===== config.mk =====
export PLATFORM = sky130hd
export DESIGN_NAME = stbs_ctrl
export DESIGN_NICKNAME = d
export VERILOG_FILES = /design/src/rtl/core/stbs_pkg.sv /design/src/rtl/core/stbs_ctrl.sv
export SDC_FILE = /design/constraint.sdc
export NUM_CORES = 1
export LEC_CHECK = 0
export BUFFER_PORTS_ARGS = -buffer_cell sky130_fd_sc_hd__buf_2
export CAP_MARGIN = 20
export CORE_AREA = 2 2 39 41
export DETAILED_ROUTE_END_ITERATION = 10
export DIE_AREA = 0 0 41 43
export PLACE_DENSITY = 0.61
export SETUP_SLACK_MARGIN = 0.02
export SYNTH_ARGS = -nofsm -noshare
export SYNTH_HDL_FRONTEND = slang
export SYNTH_SLANG_ARGS = --single-unit

===== constraint.sdc =====
create_clock -name i_clk -period 2.7 [get_ports i_clk]
set_input_delay 0.27 -clock i_clk [delete_from_list [all_inputs] [get_ports i_clk]]
set_output_delay 0.27 -clock i_clk [all_outputs]
set_load 0.02 [all_outputs]

===== src/rtl/core/stbs_pkg.sv =====
// ----------------------------------------------------------------------------
// Sorted table bracket search package
// Shared widths, codes and controller/datapath interface structs.
// ----------------------------------------------------------------------------
package stbs_pkg;

    // Field widths fixed by the item format.
    localparam int unsigned KEY_W     = 32;
    localparam int unsigned IDX_W     = 10;
    localparam int unsigned LEN_CFG_W = 11;
    localparam int unsigned RES_W     = 12;

    // Length register reset value and the lower clamp of the effective length.
    localparam int unsigned LEN_RESET = 2;
    localparam int unsigned LEN_MIN   = 2;

    // Offset added to the length for keys at or above the last entry.
    localparam int unsigned ABOVE_OFS = 2;

    typedef logic signed [KEY_W-1:0] t_value;
    typedef logic [IDX_W-1:0]        t_entry_index;
    typedef logic [LEN_CFG_W-1:0]    t_cfg_len;
    typedef logic signed [RES_W-1:0] t_bracket;

    // Index returned for keys at or below the first entry and for equal neighbors.
    localparam t_bracket BRACKET_LOW = -12'sd2;

    typedef enum logic {
        OP_WRITE  = 1'b0,
        OP_SEARCH = 1'b1
    } t_op;

    typedef enum logic [1:0] {
        OUT_INSIDE = 2'd0,
        OUT_BELOW  = 2'd1,
        OUT_ABOVE  = 2'd2,
        OUT_DUP    = 2'd3
    } t_outcome;

    // Source of the table read address.
    typedef enum logic [1:0] {
        RD_FIRST = 2'd0,
        RD_LAST  = 2'd1,
        RD_MID   = 2'd2
    } t_rd_sel;

    // Commands from the controller to the datapath.
    typedef struct packed {
        logic    wr_en;
        logic    search_start;
        logic    rd_en;
        t_rd_sel rd_sel;
        logic    cap_first;
        logic    check;
        logic    step;
        logic    res_load;
    } t_cmd;

    // Status from the datapath to the controller.
    typedef struct packed {
        logic check_hit;
        logic step_last;
    } t_sts;

endpackage


===== src/rtl/core/stbs_ctrl.sv =====
// ----------------------------------------------------------------------------
// Sorted table bracket search controller
// Sequences the boundary reads, the binary search probes and the result hand-off.
// ----------------------------------------------------------------------------
module stbs_ctrl (
    input  logic           i_clk,
    input  logic           i_rst_n,
    input  logic           i_in_valid,
    input  stbs_pkg::t_op  i_in_op,
    output logic           o_in_ready,
    input  logic           i_out_ready,
    output logic           o_out_valid,
    input  stbs_pkg::t_sts i_sts,
    output stbs_pkg::t_cmd o_cmd
);

    typedef enum logic [4:0] {
        S_IDLE  = 5'b00001,
        S_LAST  = 5'b00010,
        S_CHECK = 5'b00100,
        S_STEP  = 5'b01000,
        S_DONE  = 5'b10000
    } t_state;

    t_state         r_state;
    t_state         n_state;
    logic           r_out_valid;
    logic           n_out_valid;
    stbs_pkg::t_cmd w_cmd;

    // Next state and command decode.
    always_comb begin
        n_state = r_state;
        w_cmd   = '0;
        unique case (r_state)
            S_IDLE: begin
                if (i_in_valid) begin
                    if (i_in_op == stbs_pkg::OP_SEARCH) begin
                        w_cmd.search_start = 1'b1;
                        w_cmd.rd_en        = 1'b1;
                        w_cmd.rd_sel       = stbs_pkg::RD_FIRST;
                        n_state            = S_LAST;
                    end else begin
                        w_cmd.wr_en = 1'b1;
                    end
                end
            end
            S_LAST: begin
                w_cmd.rd_en     = 1'b1;
                w_cmd.rd_sel    = stbs_pkg::RD_LAST;
                w_cmd.cap_first = 1'b1;
                n_state         = S_CHECK;
            end
            S_CHECK: begin
                w_cmd.check  = 1'b1;
                w_cmd.rd_en  = 1'b1;
                w_cmd.rd_sel = stbs_pkg::RD_MID;
                n_state      = i_sts.check_hit ? S_DONE : S_STEP;
            end
            S_STEP: begin
                w_cmd.step   = 1'b1;
                w_cmd.rd_en  = 1'b1;
                w_cmd.rd_sel = stbs_pkg::RD_MID;
                if (i_sts.step_last) begin
                    n_state = S_DONE;
                end
            end
            S_DONE: begin
                // Load the result once the output register is free or draining.
                if (!r_out_valid || i_out_ready) begin
                    w_cmd.res_load = 1'b1;
                    n_state        = S_IDLE;
                end
            end
            default: begin
                n_state = S_IDLE;
            end
        endcase
    end

    // Output register valid: set on load, cleared on transfer.
    assign n_out_valid = w_cmd.res_load | (r_out_valid & ~i_out_ready);

    always_ff @(posedge i_clk) begin
        if (!i_rst_n) begin
            r_state     <= S_IDLE;
            r_out_valid <= 1'b0;
        end else begin
            r_state     <= n_state;
            r_out_valid <= n_out_valid;
        end
    end

    assign o_in_ready  = (r_state == S_IDLE);
    assign o_out_valid = r_out_valid;
    assign o_cmd       = w_cmd;

endmodule


==> run summary <==
ranking of synthesized cells by area = dfxtp_1 31%, nand2_1 4.9%, nor3b_4 4.9%
DP HPWL = 669 um
final std cells w/o fill = 78
layout cells sized above 1 = 45.2%
RSZ-0062 raised after global routing = no
initial DRC count = 1
IO buf count = 17
post-route clock period utilization = 75.5%
XOR/XNOR Fraction of Synth Area = 2.29%
Layout Utilization = 36.3%
top-count cell post-synth = dfxtp_1
mean cell area of the mapped netlist = 8.90 sq um
Setup violations, final = 0
PD cells = 452 nW/um^2
Synth cell types = 27
largest net degree at the start of global routing = 8
CP Class = flip-flop to output port
# diodes = 0
largest family of logic cells by synthesized area = simple AND/OR/NAND/NOR gates
Simple-Gate Fraction of Synth Area = 54.9%
Layout Area Growth over Synthesis = 31.4%
worst slew pin tran = 0.421 ns
Post-Synth Adder-Cell Area = 0%
switching part of the total power = 28.5%
post-route cell area = 503 sq um
nets = 71
Hold Path Class = input pin to flip-flop
Max Slew Vio Count = 0
Post-CTS Resized = 0
DRT Wirelength = 910 um
CP Capture Type = output port
VDD IR max = 213 uV
clock root cell = clkbuf_4
Pwr Total = 0.227 mW
drc violations = 0
gpl congestion = 0.713
Clock Skew = 0.00942 ns
initial core utilization = 27.7%
Final Hold Fails = 0
placed cell area = 480 sq um
WP data arrival = 1.77 ns
Async SR Flop Fraction = 0%
chip height = 43 um
Worst Path Required = 2.43 ns
min cycle time layout = 2.04 ns
Mapped Area = 383 sq um
sequential area share after synthesis = 31.4%
crit-path max FO = 7
CTS tree = yes
post-CTS setup buffers = 0
status = completed
IO Count = 18
Post-Synthesis Net Count = 50
startpoint type of the worst setup path = flip-flop
combinational share of power = 19.3%
cell count after synthesis = 43
Yosys warning total = 0
Pint = 0.162 mW
grt ovf = 0
vias in the first global route = 328
htree depth = 1
routed length per instance = 11.7 um
Most used DFF post-synth = dfxtp_1
mux contribution to synthesized area = 0%
clk sinks = 6
Pre-antenna DRT Iters = 2
Rel. slew slack = 71.7%
Inst Count DP = 75
Pleak = 0.223 nW
Switch Pwr = 0.0648 mW
clock power share = 38.8%
core area = 1380 sq um
register bit count reported by yosys = 6
f_max = 490 MHz
top-area cell type share of the netlist area = 31.4%
die area = 1760 sq um
via count = 376
Total GRT Usage = 12.6%
setup TNS = 0 ns
compound-gate portion of the synthesized area = 9.48%
number of placement rows = 14
die width = 41 um
Skew-Pair Late Insertion Delay = 0.26 ns
Inserted Clock Buffers = 3
vias per cell = 4.82
cell taking the most area after synthesis = dfxtp_1
top cells by count, synth = 6 x dfxtp_1, 5 x nand2_1, 4 x nor2_1
Post-synth EDFFs = 0
number of max-cap violations = 0
clock buffer depth = 2
initial antenna violation count = 0
wire length of the first global-routing pass = 1.43 mm
# hold bufs at CTS = 0
remaining antenna violation count after routing = 0
Worst-path clk slew = 0.05 ns
Seq pwr share = 41.8%
-- kinds of logic after synthesis --
family	count (synthesis)
AO/OA/AOI/OAI	5
XOR/XNOR	1
flip-flops	6
buffers and inverters	1
AND/OR/NAND/NOR	30
-- layout make-up --
type / instances / area, sq um
Fill cell: 169 / 881
Multi-Input combinational cell: 36 / 255
Sequential cell: 6 / 120
Clock buffer: 3 / 22.5
Timing Repair Buffer: 17 / 85.1
Tap cell: 16 / 20.0
-- through the flow --
| stage | worst slack [ns] | hold slack (ns) |
|---|---|---|
| after floorplan | 0.825 | 0.392 |
| after global placement | 0.979 | 0.562 |
| after detailed placement | 0.964 | 0.558 |
| after CTS | 0.663 | 0.289 |
| after global routing | 0.577 | 0.314 |
| final | 0.661 | 0.298 |
-- state kept, by name (all words and copies together), names as in the netlist --
signal and count:
o_out_valid 1, r_state 5
-- path summary, 6_finish.rpt --
| kind | start | to | slack, ns | cells past startpoint |
|---|---|---|---|---|
| setup / recovery | r_state[2] | o_cmd[6] | 0.66 | 5 |
| hold / removal | i_rst_n | r_state[1] | 0.30 | 2 |
| hold reg to reg | r_state[3] | r_state[3] | 0.64 | 2 |
| setup reg to reg | r_state[0] | r_state[0] | 1.23 | 4 |
-- power groups by stage --
stage	clock (mW)	combinational (mW)	sequential, mW
global placement	0	0.0438	0.0965
CTS	0.0924	0.0445	0.0949
floorplan	0	0.0307	0.0955
detailed placement	0	0.0440	0.0966
global route	0.0959	0.0483	0.0957
finish	0.0883	0.0439	0.0951
-- routing by layer --
layer	up-vias	global-route usage [%]	share of wire, %
met5	-	0	0
met4	0	6.00	1.4
met3	3	7.85	7.8
met2	13	16.3	44
met1	165	15.8	46
li1	195	-	-
-- cell usage in the layout, fill, tap and decap left out, types with 2 or more instances in the layout --
| cell type | Yosys | routed |
|---|---|---|
| nand2_1 | 5 | 5 |
| clkbuf_4 | 0 | 3 |
| nand4b_1 | 2 | 2 |
| buf_2 | 0 | 17 |
| nor3_1 | 2 | 2 |
| nor2b_1 | 2 | 2 |
| a21boi_1 | 2 | 2 |
| nor2_1 | 4 | 4 |
| dfxtp_1 | 6 | 6 |
-- worst max-delay path: stages (launching register included) --
cell	delay, ns
dfxtp_1	0.51
nor3_2	0.13
and3b_4	0.21
and3_4	0.18
or3_1	0.32
buf_2	0.16
Power figures use the tool's default switching activity.
